File: config.mk
export PLATFORM = sky130hd
export DESIGN_NAME = track_haversine_odometer
export DESIGN_NICKNAME = d
export VERILOG_FILES = /design/src/thodo_pkg.sv /design/src/thodo_mul.sv /design/src/thodo_cordic.sv /design/src/thodo_isqrt.sv /design/src/track_haversine_odometer.sv
export VERILOG_INCLUDE_DIRS = /design/src /design/src/src
export SDC_FILE = /design/constraint.sdc
export NUM_CORES = 2
export LEC_CHECK = 0
export CAP_MARGIN = 20
export CORE_MARGIN = 8
export CORE_UTILIZATION = 23
export CTS_BUF_LIST = sky130_fd_sc_hd__clkbuf_8
export DETAILED_ROUTE_END_ITERATION = 10
export DONT_BUFFER_PORTS = 1
export GPL_ROUTABILITY_DRIVEN = 0
export PLACE_DENSITY_LB_ADDON = 0.25
export SETUP_SLACK_MARGIN = 0.3
export SYNTH_ARGS = -nofsm -noshare
export SYNTH_HDL_FRONTEND = slang
export SYNTH_SLANG_ARGS = --single-unit
File: constraint.sdc
create_clock -name clock -period 13.5 [get_ports clock]
set_input_delay 0 -clock clock [delete_from_list [all_inputs] [get_ports clock]]
set_output_delay 0 -clock clock [all_outputs]
set_load 0.02 [all_outputs]
File: src/assert_macros.svh
// ----------------------------------------------------------------------------
// assertion macros
// shared concurrent assertion forms used by the odometer rtl
// ----------------------------------------------------------------------------
`ifndef ASSERT_MACROS_SVH
`define ASSERT_MACROS_SVH

// condition holds on every clock edge out of reset
`define THODO_ASSERT_ALW(lbl, clk, rst, cond) \
   lbl: assert property (@(posedge clk) disable iff (rst) (cond)) \
      else $error("assertion failed");

// consequent holds in the same cycle as the antecedent
`define THODO_ASSERT_IMP(lbl, clk, rst, ante, cons) \
   lbl: assert property (@(posedge clk) disable iff (rst) (ante) |-> (cons)) \
      else $error("assertion failed");

// consequent holds in the cycle after the antecedent
`define THODO_ASSERT_NXT(lbl, clk, rst, ante, cons) \
   lbl: assert property (@(posedge clk) disable iff (rst) (ante) |=> (cons)) \
      else $error("assertion failed");

`endif

File: src/thodo_pkg.sv
// ----------------------------------------------------------------------------
// thodo_pkg
// types, fixed-point constants and the arctangent table of the odometer
// ----------------------------------------------------------------------------
`default_nettype none

package thodo_pkg;

   localparam int DW       = 40;
   localparam int PW       = 2 * DW;
   localparam int FRAC     = 30;
   localparam int NUM_ITER = 32;
   localparam int IDX_W    = $clog2(NUM_ITER);
   localparam int A_W      = FRAC + 1;

   localparam logic signed [DW-1:0] KINV    = 40'sd652032874;
   localparam logic signed [DW-1:0] PI_F    = 40'sd3373259428;
   localparam logic signed [DW-1:0] HALF_PI = 40'sd1686629714;
   localparam logic signed [DW-1:0] TWO_PI  = 40'sd6746518856;
   localparam logic signed [DW-1:0] ONE_F   = 40'sd1073741824;
   localparam logic signed [DW-1:0] RAD_K   = 40'sd8048910509;

   localparam logic [22:0] RADIUS_RESET = 23'd6371003;

   typedef enum logic [3:0] {
      STEP_RAD_DLAT = 4'd0,
      STEP_SC_DLAT  = 4'd1,
      STEP_RAD_DLON = 4'd2,
      STEP_SC_DLON  = 4'd3,
      STEP_RAD_LAT1 = 4'd4,
      STEP_SC_LAT1  = 4'd5,
      STEP_RAD_LAT2 = 4'd6,
      STEP_SC_LAT2  = 4'd7,
      STEP_SQ_DLAT  = 4'd8,
      STEP_C1C2     = 4'd9,
      STEP_SQ_DLON  = 4'd10,
      STEP_PROD     = 4'd11,
      STEP_ROOT_Y   = 4'd12,
      STEP_ROOT_X   = 4'd13,
      STEP_ATAN     = 4'd14,
      STEP_SCALE    = 4'd15
   } step_type;

   typedef enum logic [1:0] {
      SHIFT_FRAC = 2'd0,
      SHIFT_FULL = 2'd1,
      SHIFT_HALF = 2'd2
   } shift_type;

   typedef enum logic {
      MODE_ROTATE = 1'b0,
      MODE_VECTOR = 1'b1
   } cordic_mode_type;

   typedef struct packed {
      logic busy;
      logic done;
   } unit_stat_type;

   // atan(2^-i) in q30, rounded
   function automatic logic signed [DW-1:0] atan_entry(input logic [IDX_W-1:0] idx);
      logic signed [DW-1:0] val;
      begin
         case (idx)
            5'd0:    val = 40'sd843314857;
            5'd1:    val = 40'sd497837829;
            5'd2:    val = 40'sd263043837;
            5'd3:    val = 40'sd133525159;
            5'd4:    val = 40'sd67021687;
            5'd5:    val = 40'sd33543516;
            5'd6:    val = 40'sd16775851;
            5'd7:    val = 40'sd8388437;
            5'd8:    val = 40'sd4194283;
            5'd9:    val = 40'sd2097149;
            5'd30:   val = 40'sd1;
            5'd31:   val = 40'sd1;
            default: val = DW'(1) <<< (FRAC - int'(idx));
         endcase
         return val;
      end
   endfunction

endpackage

`default_nettype wire

File: src/thodo_mul.sv
// ----------------------------------------------------------------------------
// thodo_mul
// shift-add multiplier, sign-magnitude, rounded right shift of the product
// ----------------------------------------------------------------------------
`default_nettype none

module thodo_mul import thodo_pkg::*; (
   input  wire logic                 clock,
   input  wire logic                 reset,
   input  wire logic                 start,
   input  wire logic signed [DW-1:0] a_val,
   input  wire logic signed [DW-1:0] b_val,
   input  wire shift_type            shift_sel,
   output unit_stat_type             stat,
   output logic signed [DW-1:0]      result
);

   typedef enum logic [3:0] {
      MS_IDLE = 4'b0001,
      MS_ACC  = 4'b0010,
      MS_RND  = 4'b0100,
      MS_SGN  = 4'b1000
   } mul_state_type;

   localparam int CNT_W = $clog2(DW);

   mul_state_type        state_ff, state_in;
   logic [PW-1:0]        acc_ff, acc_in;
   logic [PW-1:0]        ash_ff, ash_in;
   logic [DW-1:0]        bsh_ff, bsh_in;
   logic                 neg_ff, neg_in;
   shift_type            sel_ff, sel_in;
   logic [CNT_W-1:0]     cnt_ff, cnt_in;
   logic [DW-1:0]        mag_ff, mag_in;
   logic signed [DW-1:0] res_ff, res_in;
   logic                 done_ff, done_in;

   logic [DW-1:0] a_mag, b_mag;
   logic [5:0]    shamt;
   logic [PW-1:0] rnd;

   always_comb begin
      a_mag = a_val[DW-1] ? DW'(-a_val) : DW'(a_val);
      b_mag = b_val[DW-1] ? DW'(-b_val) : DW'(b_val);
      case (sel_ff)
         SHIFT_FRAC: shamt = 6'(FRAC);
         SHIFT_FULL: shamt = 6'(FRAC + 2);
         SHIFT_HALF: shamt = 6'(FRAC + 3);
         default:    shamt = 6'(FRAC);
      endcase
      rnd = acc_ff + (PW'(1) << (shamt - 6'd1));
   end

   always_comb begin
      state_in = state_ff;
      acc_in   = acc_ff;
      ash_in   = ash_ff;
      bsh_in   = bsh_ff;
      neg_in   = neg_ff;
      sel_in   = sel_ff;
      cnt_in   = cnt_ff;
      mag_in   = mag_ff;
      res_in   = res_ff;
      done_in  = 1'b0;
      case (state_ff)
         MS_IDLE: begin
            if (start) begin
               acc_in   = '0;
               ash_in   = PW'(a_mag);
               bsh_in   = b_mag;
               neg_in   = a_val[DW-1] ^ b_val[DW-1];
               sel_in   = shift_sel;
               cnt_in   = '0;
               state_in = MS_ACC;
            end
         end
         MS_ACC: begin
            if (bsh_ff[0]) begin
               acc_in = acc_ff + ash_ff;
            end
            ash_in = ash_ff << 1;
            bsh_in = bsh_ff >> 1;
            cnt_in = cnt_ff + 1'b1;
            if (cnt_ff == CNT_W'(DW - 1)) begin
               state_in = MS_RND;
            end
         end
         MS_RND: begin
            mag_in   = DW'(rnd >> shamt);
            state_in = MS_SGN;
         end
         MS_SGN: begin
            res_in   = neg_ff ? -$signed(mag_ff) : $signed(mag_ff);
            done_in  = 1'b1;
            state_in = MS_IDLE;
         end
         default: state_in = MS_IDLE;
      endcase
   end

   always_ff @(posedge clock) begin
      if (reset) begin
         state_ff <= MS_IDLE;
         done_ff  <= 1'b0;
      end else begin
         state_ff <= state_in;
         done_ff  <= done_in;
      end
      acc_ff <= acc_in;
      ash_ff <= ash_in;
      bsh_ff <= bsh_in;
      neg_ff <= neg_in;
      sel_ff <= sel_in;
      cnt_ff <= cnt_in;
      mag_ff <= mag_in;
      res_ff <= res_in;
   end

   assign stat.busy = (state_ff != MS_IDLE);
   assign stat.done = done_ff;
   assign result    = res_ff;

endmodule

`default_nettype wire

File: src/thodo_cordic.sv
// ----------------------------------------------------------------------------
// thodo_cordic
// cordic unit, rotation for sine and cosine, vectoring for the arctangent
// ----------------------------------------------------------------------------
`default_nettype none

module thodo_cordic import thodo_pkg::*; (
   input  wire logic                 clock,
   input  wire logic                 reset,
   input  wire logic                 start,
   input  wire cordic_mode_type      mode,
   input  wire logic signed [DW-1:0] angle,
   input  wire logic signed [DW-1:0] x_init,
   input  wire logic signed [DW-1:0] y_init,
   output unit_stat_type             stat,
   output logic signed [DW-1:0]      sin_out,
   output logic signed [DW-1:0]      cos_out,
   output logic signed [DW-1:0]      z_out
);

   typedef enum logic [3:0] {
      CS_IDLE = 4'b0001,
      CS_WRAP = 4'b0010,
      CS_FOLD = 4'b0100,
      CS_ITER = 4'b1000
   } cordic_state_type;

   cordic_state_type     state_ff, state_in;
   cordic_mode_type      mode_ff, mode_in;
   logic signed [DW-1:0] x_ff, x_in;
   logic signed [DW-1:0] y_ff, y_in;
   logic signed [DW-1:0] z_ff, z_in;
   logic                 flip_ff, flip_in;
   logic [IDX_W-1:0]     cnt_ff, cnt_in;
   logic                 done_ff, done_in;

   logic signed [DW-1:0] xs, ys, at;
   logic                 sigma;

   always_comb begin
      xs    = x_ff >>> cnt_ff;
      ys    = y_ff >>> cnt_ff;
      at    = atan_entry(cnt_ff);
      sigma = (mode_ff == MODE_ROTATE) ? !z_ff[DW-1] : y_ff[DW-1];
   end

   always_comb begin
      state_in = state_ff;
      mode_in  = mode_ff;
      x_in     = x_ff;
      y_in     = y_ff;
      z_in     = z_ff;
      flip_in  = flip_ff;
      cnt_in   = cnt_ff;
      done_in  = 1'b0;
      case (state_ff)
         CS_IDLE: begin
            if (start) begin
               mode_in = mode;
               flip_in = 1'b0;
               cnt_in  = '0;
               if (mode == MODE_ROTATE) begin
                  x_in     = KINV;
                  y_in     = '0;
                  z_in     = angle;
                  state_in = CS_WRAP;
               end else begin
                  x_in     = x_init;
                  y_in     = y_init;
                  z_in     = '0;
                  state_in = CS_ITER;
               end
            end
         end
         CS_WRAP: begin
            if (z_ff > PI_F) begin
               z_in = z_ff - TWO_PI;
            end else if (z_ff < -PI_F) begin
               z_in = z_ff + TWO_PI;
            end
            state_in = CS_FOLD;
         end
         CS_FOLD: begin
            if (z_ff > HALF_PI) begin
               z_in    = PI_F - z_ff;
               flip_in = 1'b1;
            end else if (z_ff < -HALF_PI) begin
               z_in    = -PI_F - z_ff;
               flip_in = 1'b1;
            end
            state_in = CS_ITER;
         end
         CS_ITER: begin
            if (sigma) begin
               x_in = x_ff - ys;
               y_in = y_ff + xs;
               z_in = z_ff - at;
            end else begin
               x_in = x_ff + ys;
               y_in = y_ff - xs;
               z_in = z_ff + at;
            end
            cnt_in = cnt_ff + 1'b1;
            if (cnt_ff == IDX_W'(NUM_ITER - 1)) begin
               done_in  = 1'b1;
               state_in = CS_IDLE;
            end
         end
         default: state_in = CS_IDLE;
      endcase
   end

   always_ff @(posedge clock) begin
      if (reset) begin
         state_ff <= CS_IDLE;
         done_ff  <= 1'b0;
      end else begin
         state_ff <= state_in;
         done_ff  <= done_in;
      end
      mode_ff <= mode_in;
      x_ff    <= x_in;
      y_ff    <= y_in;
      z_ff    <= z_in;
      flip_ff <= flip_in;
      cnt_ff  <= cnt_in;
   end

   assign stat.busy = (state_ff != CS_IDLE);
   assign stat.done = done_ff;
   assign sin_out   = y_ff;
   assign cos_out   = flip_ff ? -x_ff : x_ff;
   assign z_out     = z_ff;

endmodule

`default_nettype wire

File: src/thodo_isqrt.sv
// ----------------------------------------------------------------------------
// thodo_isqrt
// floor square root of a 64-bit value, two radicand bits per cycle
// ----------------------------------------------------------------------------
`default_nettype none

module thodo_isqrt import thodo_pkg::*; (
   input  wire logic        clock,
   input  wire logic        reset,
   input  wire logic        start,
   input  wire logic [63:0] radicand,
   output unit_stat_type    stat,
   output logic [31:0]      root
);

   typedef enum logic [1:0] {
      QS_IDLE = 2'b01,
      QS_ITER = 2'b10
   } sqrt_state_type;

   sqrt_state_type state_ff, state_in;
   logic [63:0]    v_ff, v_in;
   logic [63:0]    res_ff, res_in;
   logic [63:0]    bit_ff, bit_in;
   logic [4:0]     cnt_ff, cnt_in;
   logic           done_ff, done_in;

   logic [64:0] trial;

   assign trial = {1'b0, res_ff} + {1'b0, bit_ff};

   always_comb begin
      state_in = state_ff;
      v_in     = v_ff;
      res_in   = res_ff;
      bit_in   = bit_ff;
      cnt_in   = cnt_ff;
      done_in  = 1'b0;
      case (state_ff)
         QS_IDLE: begin
            if (start) begin
               v_in     = radicand;
               res_in   = '0;
               bit_in   = 64'd1 << 62;
               cnt_in   = '0;
               state_in = QS_ITER;
            end
         end
         QS_ITER: begin
            if ({1'b0, v_ff} >= trial) begin
               v_in   = 64'({1'b0, v_ff} - trial);
               res_in = (res_ff >> 1) + bit_ff;
            end else begin
               res_in = res_ff >> 1;
            end
            bit_in = bit_ff >> 2;
            cnt_in = cnt_ff + 1'b1;
            if (cnt_ff == 5'd31) begin
               done_in  = 1'b1;
               state_in = QS_IDLE;
            end
         end
         default: state_in = QS_IDLE;
      endcase
   end

   always_ff @(posedge clock) begin
      if (reset) begin
         state_ff <= QS_IDLE;
         done_ff  <= 1'b0;
      end else begin
         state_ff <= state_in;
         done_ff  <= done_in;
      end
      v_ff   <= v_in;
      res_ff <= res_in;
      bit_ff <= bit_in;
      cnt_ff <= cnt_in;
   end

   assign stat.busy = (state_ff != QS_IDLE);
   assign stat.done = done_ff;
   assign root      = res_ff[31:0];

endmodule

`default_nettype wire

File: src/track_haversine_odometer.sv
// for a point with a predecessor, the result is computed by nine serial multiplies,
//    five 32-step cordic passes and two root passes
// the first accepted point skips the arithmetic and goes straight to the done state
// a point at zero latitude and longitude is taken and gives no result
// throughput: one point at a time, the next is taken while the last result waits
// reset (synchronous): totals and history cleared, radius back to 6371003 m
// ----------------------------------------------------------------------------
// track_haversine_odometer
// gps track odometer: haversine distance, ascent and descent totals
// ----------------------------------------------------------------------------
`default_nettype none
`include "assert_macros.svh"

module track_haversine_odometer import thodo_pkg::*; (
   input  wire logic               clock,
   input  wire logic               reset,
   input  wire logic               req_valid,
   output logic                    req_stall,
   input  wire logic signed [30:0] req_latitude,
   input  wire logic signed [31:0] req_longitude,
   input  wire logic               req_elevation_valid,
   input  wire logic signed [24:0] req_elevation_mm,
   output logic                    rsp_valid,
   input  wire logic               rsp_stall,
   output logic [47:0]             rsp_distance_mm,
   output logic [39:0]             rsp_ascent_mm,
   output logic [39:0]             rsp_descent_mm,
   input  wire logic               csr_valid,
   output logic                    csr_ready,
   input  wire logic [22:0]        csr_wdata
);

   typedef enum logic [2:0] {
      ST_IDLE = 3'b001,
      ST_RUN  = 3'b010,
      ST_DONE = 3'b100
   } top_state_type;

   localparam logic [47:0] DIST_MAX = '1;
   localparam logic [39:0] ELEV_MAX = '1;

   top_state_type        state_ff, state_in;
   step_type             step_ff, step_in;
   logic                 wait_ff, wait_in;
   logic [22:0]          radius_ff, radius_in;
   logic                 rsp_valid_ff, rsp_valid_in;

   logic signed [30:0]   cur_lat_ff, cur_lat_in;
   logic signed [31:0]   cur_lon_ff, cur_lon_in;
   logic                 cur_ev_ff, cur_ev_in;
   logic signed [24:0]   cur_elev_ff, cur_elev_in;

   logic                 have_prev_ff, have_prev_in;
   logic signed [30:0]   prev_lat_ff, prev_lat_in;
   logic signed [31:0]   prev_lon_ff, prev_lon_in;
   logic                 prev_has_elev_ff, prev_has_elev_in;
   logic signed [24:0]   prev_elev_ff, prev_elev_in;
   logic [47:0]          distance_ff, distance_in;
   logic [39:0]          ascent_ff, ascent_in;
   logic [39:0]          descent_ff, descent_in;

   logic signed [DW-1:0] ang_ff, ang_in;
   logic signed [DW-1:0] s_lat_ff, s_lat_in;
   logic signed [DW-1:0] s_lon_ff, s_lon_in;
   logic signed [DW-1:0] c1_ff, c1_in;
   logic signed [DW-1:0] c2_ff, c2_in;
   logic signed [DW-1:0] t1_ff, t1_in;
   logic signed [DW-1:0] t2_ff, t2_in;
   logic signed [DW-1:0] t3_ff, t3_in;
   logic [A_W-1:0]       a_ff, a_in;
   logic [31:0]          root_y_ff, root_y_in;
   logic [31:0]          root_x_ff, root_x_in;
   logic signed [DW-1:0] zc_ff, zc_in;
   logic [DW-1:0]        seg_ff, seg_in;

   unit_stat_type        mul_stat, cor_stat, sq_stat;
   logic signed [DW-1:0] mul_a, mul_b, mul_res;
   shift_type            mul_sel;
   logic                 mul_start, cor_start, sq_start;
   cordic_mode_type      cor_mode;
   logic signed [DW-1:0] cor_sin, cor_cos, cor_z;
   logic [63:0]          sq_rad;
   logic [31:0]          sq_root;

   logic                 req_acc, zero_pt, issue, any_done, finish;
   logic                 is_mul, is_cor, is_sq;
   logic signed [DW-1:0] dlat, dlon, r1000, a_sum, z2;
   logic [A_W-1:0]       one_minus_a;
   logic [48:0]          dist_sum;
   logic signed [25:0]   ediff;
   logic [25:0]          emag;
   logic [40:0]          elev_sum;

   assign req_stall = (state_ff != ST_IDLE);
   assign csr_ready = (state_ff == ST_IDLE);
   assign req_acc   = req_valid && !req_stall;
   assign zero_pt   = (req_latitude == '0) && (req_longitude == '0);
   assign issue     = (state_ff == ST_RUN) && !wait_ff;
   assign any_done  = mul_stat.done || cor_stat.done || sq_stat.done;
   assign finish    = (state_ff == ST_DONE) && (!rsp_valid_ff || !rsp_stall);

   assign dlat  = DW'(cur_lat_ff) - DW'(prev_lat_ff);
   assign dlon  = DW'(cur_lon_ff) - DW'(prev_lon_ff);
   assign r1000 = (DW'(radius_ff) << 10) - (DW'(radius_ff) << 4) - (DW'(radius_ff) << 3);
   assign a_sum = t1_ff + mul_res;
   assign z2    = cor_z <<< 1;
   assign one_minus_a = A_W'(ONE_F) - a_ff;

   // unit and operand selection per step
   always_comb begin
      is_mul   = 1'b0;
      is_cor   = 1'b0;
      is_sq    = 1'b0;
      mul_a    = dlat;
      mul_b    = RAD_K;
      mul_sel  = SHIFT_HALF;
      cor_mode = MODE_ROTATE;
      sq_rad   = {1'b0, a_ff, 32'd0};
      case (step_ff)
         STEP_RAD_DLAT: begin
            is_mul = 1'b1;
         end
         STEP_RAD_DLON: begin
            is_mul = 1'b1;
            mul_a  = dlon;
         end
         STEP_RAD_LAT1: begin
            is_mul  = 1'b1;
            mul_a   = DW'(prev_lat_ff);
            mul_sel = SHIFT_FULL;
         end
         STEP_RAD_LAT2: begin
            is_mul  = 1'b1;
            mul_a   = DW'(cur_lat_ff);
            mul_sel = SHIFT_FULL;
         end
         STEP_SC_DLAT, STEP_SC_DLON, STEP_SC_LAT1, STEP_SC_LAT2: begin
            is_cor = 1'b1;
         end
         STEP_SQ_DLAT: begin
            is_mul  = 1'b1;
            mul_a   = s_lat_ff;
            mul_b   = s_lat_ff;
            mul_sel = SHIFT_FRAC;
         end
         STEP_C1C2: begin
            is_mul  = 1'b1;
            mul_a   = c1_ff;
            mul_b   = c2_ff;
            mul_sel = SHIFT_FRAC;
         end
         STEP_SQ_DLON: begin
            is_mul  = 1'b1;
            mul_a   = s_lon_ff;
            mul_b   = s_lon_ff;
            mul_sel = SHIFT_FRAC;
         end
         STEP_PROD: begin
            is_mul  = 1'b1;
            mul_a   = t2_ff;
            mul_b   = t3_ff;
            mul_sel = SHIFT_FRAC;
         end
         STEP_ROOT_Y: begin
            is_sq = 1'b1;
         end
         STEP_ROOT_X: begin
            is_sq  = 1'b1;
            sq_rad = {1'b0, one_minus_a, 32'd0};
         end
         STEP_ATAN: begin
            is_cor   = 1'b1;
            cor_mode = MODE_VECTOR;
         end
         STEP_SCALE: begin
            is_mul  = 1'b1;
            mul_a   = zc_ff;
            mul_b   = r1000;
            mul_sel = SHIFT_FRAC;
         end
         default: is_mul = 1'b0;
      endcase
   end

   assign mul_start = issue && is_mul;
   assign cor_start = issue && is_cor;
   assign sq_start  = issue && is_sq;

   thodo_mul u_mul (
      .clock     (clock),
      .reset     (reset),
      .start     (mul_start),
      .a_val     (mul_a),
      .b_val     (mul_b),
      .shift_sel (mul_sel),
      .stat      (mul_stat),
      .result    (mul_res)
   );

   thodo_cordic u_cordic (
      .clock   (clock),
      .reset   (reset),
      .start   (cor_start),
      .mode    (cor_mode),
      .angle   (ang_ff),
      .x_init  (DW'(root_x_ff)),
      .y_init  (DW'(root_y_ff)),
      .stat    (cor_stat),
      .sin_out (cor_sin),
      .cos_out (cor_cos),
      .z_out   (cor_z)
   );

   thodo_isqrt u_isqrt (
      .clock    (clock),
      .reset    (reset),
      .start    (sq_start),
      .radicand (sq_rad),
      .stat     (sq_stat),
      .root     (sq_root)
   );

   // totals update
   always_comb begin
      dist_sum = {1'b0, distance_ff} + 49'(seg_ff);
      ediff    = 26'(cur_elev_ff) - 26'(prev_elev_ff);
      emag     = (ediff > 26'sd0) ? 26'(ediff) : 26'(-ediff);
      elev_sum = (ediff > 26'sd0) ? ({1'b0, ascent_ff} + 41'(emag))
                                  : ({1'b0, descent_ff} + 41'(emag));
   end

   always_comb begin
      state_in         = state_ff;
      step_in          = step_ff;
      wait_in          = wait_ff;
      radius_in        = radius_ff;
      rsp_valid_in     = rsp_valid_ff && rsp_stall;
      cur_lat_in       = cur_lat_ff;
      cur_lon_in       = cur_lon_ff;
      cur_ev_in        = cur_ev_ff;
      cur_elev_in      = cur_elev_ff;
      have_prev_in     = have_prev_ff;
      prev_lat_in      = prev_lat_ff;
      prev_lon_in      = prev_lon_ff;
      prev_has_elev_in = prev_has_elev_ff;
      prev_elev_in     = prev_elev_ff;
      distance_in      = distance_ff;
      ascent_in        = ascent_ff;
      descent_in       = descent_ff;
      ang_in           = ang_ff;
      s_lat_in         = s_lat_ff;
      s_lon_in         = s_lon_ff;
      c1_in            = c1_ff;
      c2_in            = c2_ff;
      t1_in            = t1_ff;
      t2_in            = t2_ff;
      t3_in            = t3_ff;
      a_in             = a_ff;
      root_y_in        = root_y_ff;
      root_x_in        = root_x_ff;
      zc_in            = zc_ff;
      seg_in           = seg_ff;

      if (csr_valid && csr_ready) begin
         radius_in = csr_wdata;
      end

      case (state_ff)
         ST_IDLE: begin
            if (req_acc && !zero_pt) begin
               cur_lat_in  = req_latitude;
               cur_lon_in  = req_longitude;
               cur_ev_in   = req_elevation_valid;
               cur_elev_in = req_elevation_mm;
               step_in     = STEP_RAD_DLAT;
               wait_in     = 1'b0;
               state_in    = have_prev_ff ? ST_RUN : ST_DONE;
            end
         end
         ST_RUN: begin
            if (issue) begin
               wait_in = 1'b1;
            end
            if (any_done) begin
               wait_in = 1'b0;
               case (step_ff)
                  STEP_RAD_DLAT, STEP_RAD_DLON, STEP_RAD_LAT1, STEP_RAD_LAT2:
                     ang_in = mul_res;
                  STEP_SC_DLAT: s_lat_in = cor_sin;
                  STEP_SC_DLON: s_lon_in = cor_sin;
                  STEP_SC_LAT1: c1_in = cor_cos;
                  STEP_SC_LAT2: c2_in = cor_cos;
                  STEP_SQ_DLAT: t1_in = mul_res;
                  STEP_C1C2:    t2_in = mul_res;
                  STEP_SQ_DLON: t3_in = mul_res;
                  STEP_PROD: begin
                     if (a_sum[DW-1]) begin
                        a_in = '0;
                     end else if (a_sum > ONE_F) begin
                        a_in = A_W'(ONE_F);
                     end else begin
                        a_in = A_W'(a_sum);
                     end
                  end
                  STEP_ROOT_Y: root_y_in = sq_root;
                  STEP_ROOT_X: root_x_in = sq_root;
                  STEP_ATAN:   zc_in = z2[DW-1] ? '0 : z2;
                  STEP_SCALE:  seg_in = DW'(mul_res);
                  default:     seg_in = seg_ff;
               endcase
               if (step_ff == STEP_SCALE) begin
                  state_in = ST_DONE;
               end else begin
                  step_in = step_type'(step_ff + 4'd1);
               end
            end
         end
         ST_DONE: begin
            if (finish) begin
               if (have_prev_ff) begin
                  distance_in = (dist_sum > {1'b0, DIST_MAX}) ? DIST_MAX : dist_sum[47:0];
                  if (cur_ev_ff && prev_has_elev_ff) begin
                     if (ediff > 26'sd0) begin
                        ascent_in = (elev_sum > {1'b0, ELEV_MAX}) ? ELEV_MAX
                                                                  : elev_sum[39:0];
                     end else begin
                        descent_in = (elev_sum > {1'b0, ELEV_MAX}) ? ELEV_MAX
                                                                   : elev_sum[39:0];
                     end
                  end
               end
               have_prev_in     = 1'b1;
               prev_lat_in      = cur_lat_ff;
               prev_lon_in      = cur_lon_ff;
               prev_has_elev_in = cur_ev_ff;
               prev_elev_in     = cur_ev_ff ? cur_elev_ff : '0;
               rsp_valid_in     = 1'b1;
               state_in         = ST_IDLE;
            end
         end
         default: state_in = ST_IDLE;
      endcase
   end

   always_ff @(posedge clock) begin
      if (reset) begin
         state_ff         <= ST_IDLE;
         step_ff          <= STEP_RAD_DLAT;
         wait_ff          <= 1'b0;
         radius_ff        <= RADIUS_RESET;
         rsp_valid_ff     <= 1'b0;
         have_prev_ff     <= 1'b0;
         prev_lat_ff      <= '0;
         prev_lon_ff      <= '0;
         prev_has_elev_ff <= 1'b0;
         prev_elev_ff     <= '0;
         distance_ff      <= '0;
         ascent_ff        <= '0;
         descent_ff       <= '0;
      end else begin
         state_ff         <= state_in;
         step_ff          <= step_in;
         wait_ff          <= wait_in;
         radius_ff        <= radius_in;
         rsp_valid_ff     <= rsp_valid_in;
         have_prev_ff     <= have_prev_in;
         prev_lat_ff      <= prev_lat_in;
         prev_lon_ff      <= prev_lon_in;
         prev_has_elev_ff <= prev_has_elev_in;
         prev_elev_ff     <= prev_elev_in;
         distance_ff      <= distance_in;
         ascent_ff        <= ascent_in;
         descent_ff       <= descent_in;
      end
      cur_lat_ff  <= cur_lat_in;
      cur_lon_ff  <= cur_lon_in;
      cur_ev_ff   <= cur_ev_in;
      cur_elev_ff <= cur_elev_in;
      ang_ff      <= ang_in;
      s_lat_ff    <= s_lat_in;
      s_lon_ff    <= s_lon_in;
      c1_ff       <= c1_in;
      c2_ff       <= c2_in;
      t1_ff       <= t1_in;
      t2_ff       <= t2_in;
      t3_ff       <= t3_in;
      a_ff        <= a_in;
      root_y_ff   <= root_y_in;
      root_x_ff   <= root_x_in;
      zc_ff       <= zc_in;
      seg_ff      <= seg_in;
   end

   assign rsp_valid       = rsp_valid_ff;
   assign rsp_distance_mm = distance_ff;
   assign rsp_ascent_mm   = ascent_ff;
   assign rsp_descent_mm  = descent_ff;

   // only one arithmetic unit works at a time
   `THODO_ASSERT_ALW(a_one_unit, clock, reset, $onehot0({mul_stat.busy, cor_stat.busy, sq_stat.busy}))
   // a unit finishes only while the sequencer waits for it
   `THODO_ASSERT_IMP(a_done_expected, clock, reset, any_done, (state_ff == ST_RUN) && wait_ff)
   // running distance never goes down
   `THODO_ASSERT_NXT(a_dist_monotonic, clock, reset, finish, distance_ff >= $past(distance_ff))

endmodule

`default_nettype wire
==> results.cfg <==
[run_status]
run_status = complete, no violations

[global_route]
grt_pass1_wl_mm = 572.6
grt_max_degree = 195
grt_pass1_vias = 84700
antenna_found_initial = 27
grt-ovfl-total = 0
grt_usage = 0.1570

[worst_setup_path]
cpMostUsedCell = a21oi_1
cp_slowest_stage_delay_ns = 0.77
critPathSlowestCell = nand2_1
cp.required_ns = 14.45
ff2ff_path_depth = 30
worstSetupEndpointType = register
cp.arrival_ns = 10.09
cp_max_fo = 25
worstSetupPathType = register to register
cp-start-kind = register

[synth]
ys_types = 110
synthTopCellsByArea = edfxtp_1 (33%), ha_1 (8.2%), dfxtp_1 (5.1%), a21oi_1 (4.4%), xnor2_1 (4.2%)
syn_inst = 11060
synth_area_um2 = 103000
post_synth_most_frequent_cells = edfxtp_1 (1,149), nand2_1 (1,041), nor2_1 (930), a21oi_1 (898), ha_1 (677)
synth_edf_count = 1149
synth_top_area_cell = edfxtp_1
ys_seq_area_frac = 0.3860
yosys_most_used_dff = edfxtp_1
yosysMostFrequentCell = edfxtp_1
synth.avg_cell_area_um2 = 9.317
ys.warnings.count = 0
ys_ff_latch = 1412
yosys.area.top_type_share = 0.3349
synthArstFlopShare = 0

[drt]
via_per_inst = 5.050
drtPass1Iterations = 6
drc_errors = 0
vias = 88250
dr.first_iter.drc_count = 7423
ant_nets = 0
drt-total-wl_mm = 388.3
wl_per_cell_um = 22.22

[clocking]
cts.sink_count = 1412
cts_max_path_buffers = 4
post_cts_buffers = 0
cts_tree = done
cts_buffers = 291
cts_resized = 0
postCtsHoldBufs = 255
clkTransAtPathRegs_ns = 0.06
htreeDepth = 5
cts-root-buf = clkbuf_8
insertion_delay_ns = 1.08

[layout]
nFillCells = 47670
post-route-util = 0.2657
seqCellArea_um2 = 39770
final_nets = 12110
multi_input_area_um2 = 60380
area_growth_pct = 14.97
drive_gt1_frac = 0.07890

[timing]
final-setup-viol-count = 0
setup_tns_ns = 0
fmax_mhz = 109.4
clock_skew_ns = 0.08367
maxSlewHeadroom = 0.2129
fin_crit_sh = 0.6769
rsz0062_at_grt = false
finalHoldViolations = 0
finalMaxSlewViolations = 0
worst_slew_pin_slew_ns = 1.168
period_needed_ns = 9.138

[power]
power_density_nw_per_um2 = 100.4
leakagePower_nw = 42.59
ir_worst_vdd_mv = 0.06698

[floorplan]
core_area_um2 = 445700
die_w_um = 685.2
num_io_pins = 248
die-area_um2 = 469600
num_rows = 245
initial_core_util = 0.2311
die_y_um = 685.2

[hold_path]
hp-class = primary input to register
whs_path_depth = 2

[placement]
dp_hpwl_mm = 288.7
port_buffers = 0

[flow_run]
cap_viol_max_count = 0
[worst paths after layout]
kind / startpoint / endpoint / slack [ns]
worst max-delay path: cur_elev_ff[0] / rsp_ascent_mm[31] / 4.36
worst min-delay path: req_longitude[11] / cur_lon_ff[11] / 0.14
worst max register to register: cur_elev_ff[0] / rsp_ascent_mm[31] / 4.36
worst min register to register: u_mul.mag_ff[0] / u_mul.result[0] / 0.44
[metrics by stage]
step	setup WS [ns]	area [um^2]	power [W]	hold slack [ns]	instances
after detailed placement	4.036	110100	0.007279	0.09906	16680
after floorplan	3.134	103100	0.006650	0.09887	11090
after CTS	3.993	118300	0.01203	0.01776	17460
after global placement	3.960	110100	0.007289	0.09910	16680
final	4.362	118400	0.01189	0.1392	17470
after global routing	3.418	118400	0.01249	0.09109	17470
[power breakdown]
group          internal, W  total [W]  switching, W
Combinational     0.000939    0.00246       0.00152
Sequential         0.00478    0.00488      0.000100
Clock              0.00236    0.00455       0.00219
[area by class of cell]
class / instances / area share
well taps: 5928 / 0.06263
inverters: 355 / 0.01128
diodes: 12 / 0.0002535
repair buffers: 418 / 0.03258
multi-input cells: 8822 / 0.5098
flip-flops and latches: 1412 / 0.3358
clock buffers: 318 / 0.03695
clock inverters: 209 / 0.01071
[logic make-up (layout without fill, tap and decap cells)]
group / after synthesis / after routing / synth area share
buf+inv: 856 / 1300 / 0.03226
mux: 276 / 276 / 0.03967
xor+xnor: 908 / 908 / 0.07720
fa+ha+maj: 689 / 689 / 0.08456
flops: 1412 / 1412 / 0.3860
simple gates: 3500 / 3500 / 0.1629
compound gates: 3414 / 3414 / 0.2174
other cells: 1 / 47 / 0.00003640
[registers in the layout, summed over array words and instances, names as in the netlist, 38 cells and up]
name              cells
zc_ff                38
u_mul.mag_ff         40
u_isqrt.v_ff         64
u_isqrt.res_ff       64
u_mul.acc_ff         73
t3_ff                40
seg_ff               40
t1_ff                40
c2_ff                40
ang_ff               40
t2_ff                40
u_cordic.z_out       40
rsp_ascent_mm        40
u_mul.ash_ff         73
u_mul.bsh_ff         40
u_mul.result         40
rsp_descent_mm       40
rsp_distance_mm      48
s_lat_ff             40
u_cordic.sin_out     40
u_cordic.x_ff        40
c1_ff                40
s_lon_ff             40
[critical path: cells and delay by family (launching register included)]
kind,cells,cell delay (ns)
flops,1,0.38
buf+inv,3,0.55
simple gates,9,2.97
compound gates,15,4.29
fa+ha+maj,3,0.87
[routing by layer]
layer | GRT usage | part of all wire
met1 | 0.2150 | 0.46
met2 | 0.2532 | 0.45
met3 | 0.02128 | 0.054
met4 | 0.05445 | 0.036
met5 | 0 | 0.00010
[placed cells by master, fill, tap and decap left out, types with 58 or more instances in the layout]
master	count
mux4_2	102
o31ai_1	93
a211oi_1	174
mux2i_1	136
nand2b_1	126
nor2b_1	151
o21bai_1	96
a22oi_1	80
ha_1	674
nor2_1	919
nand3_1	251
or3_1	77
inv_1	445
o211ai_1	100
a21oi_1	895
nand4_1	107
dlygate4sd3_1	255
o21a_1	122
a221oi_1	58
xnor2_1	494
o21ai_0	669
xor2_1	414
nand2_1	1037
and3_1	123
buf_4	157
and2_1	153
a31oi_1	210
nor4_1	73
a21o_1	334
nor3_1	214
edfxtp_1	1149
dfxtp_1	261
clkbuf_8	318
(Power assumes the default switching activity.)
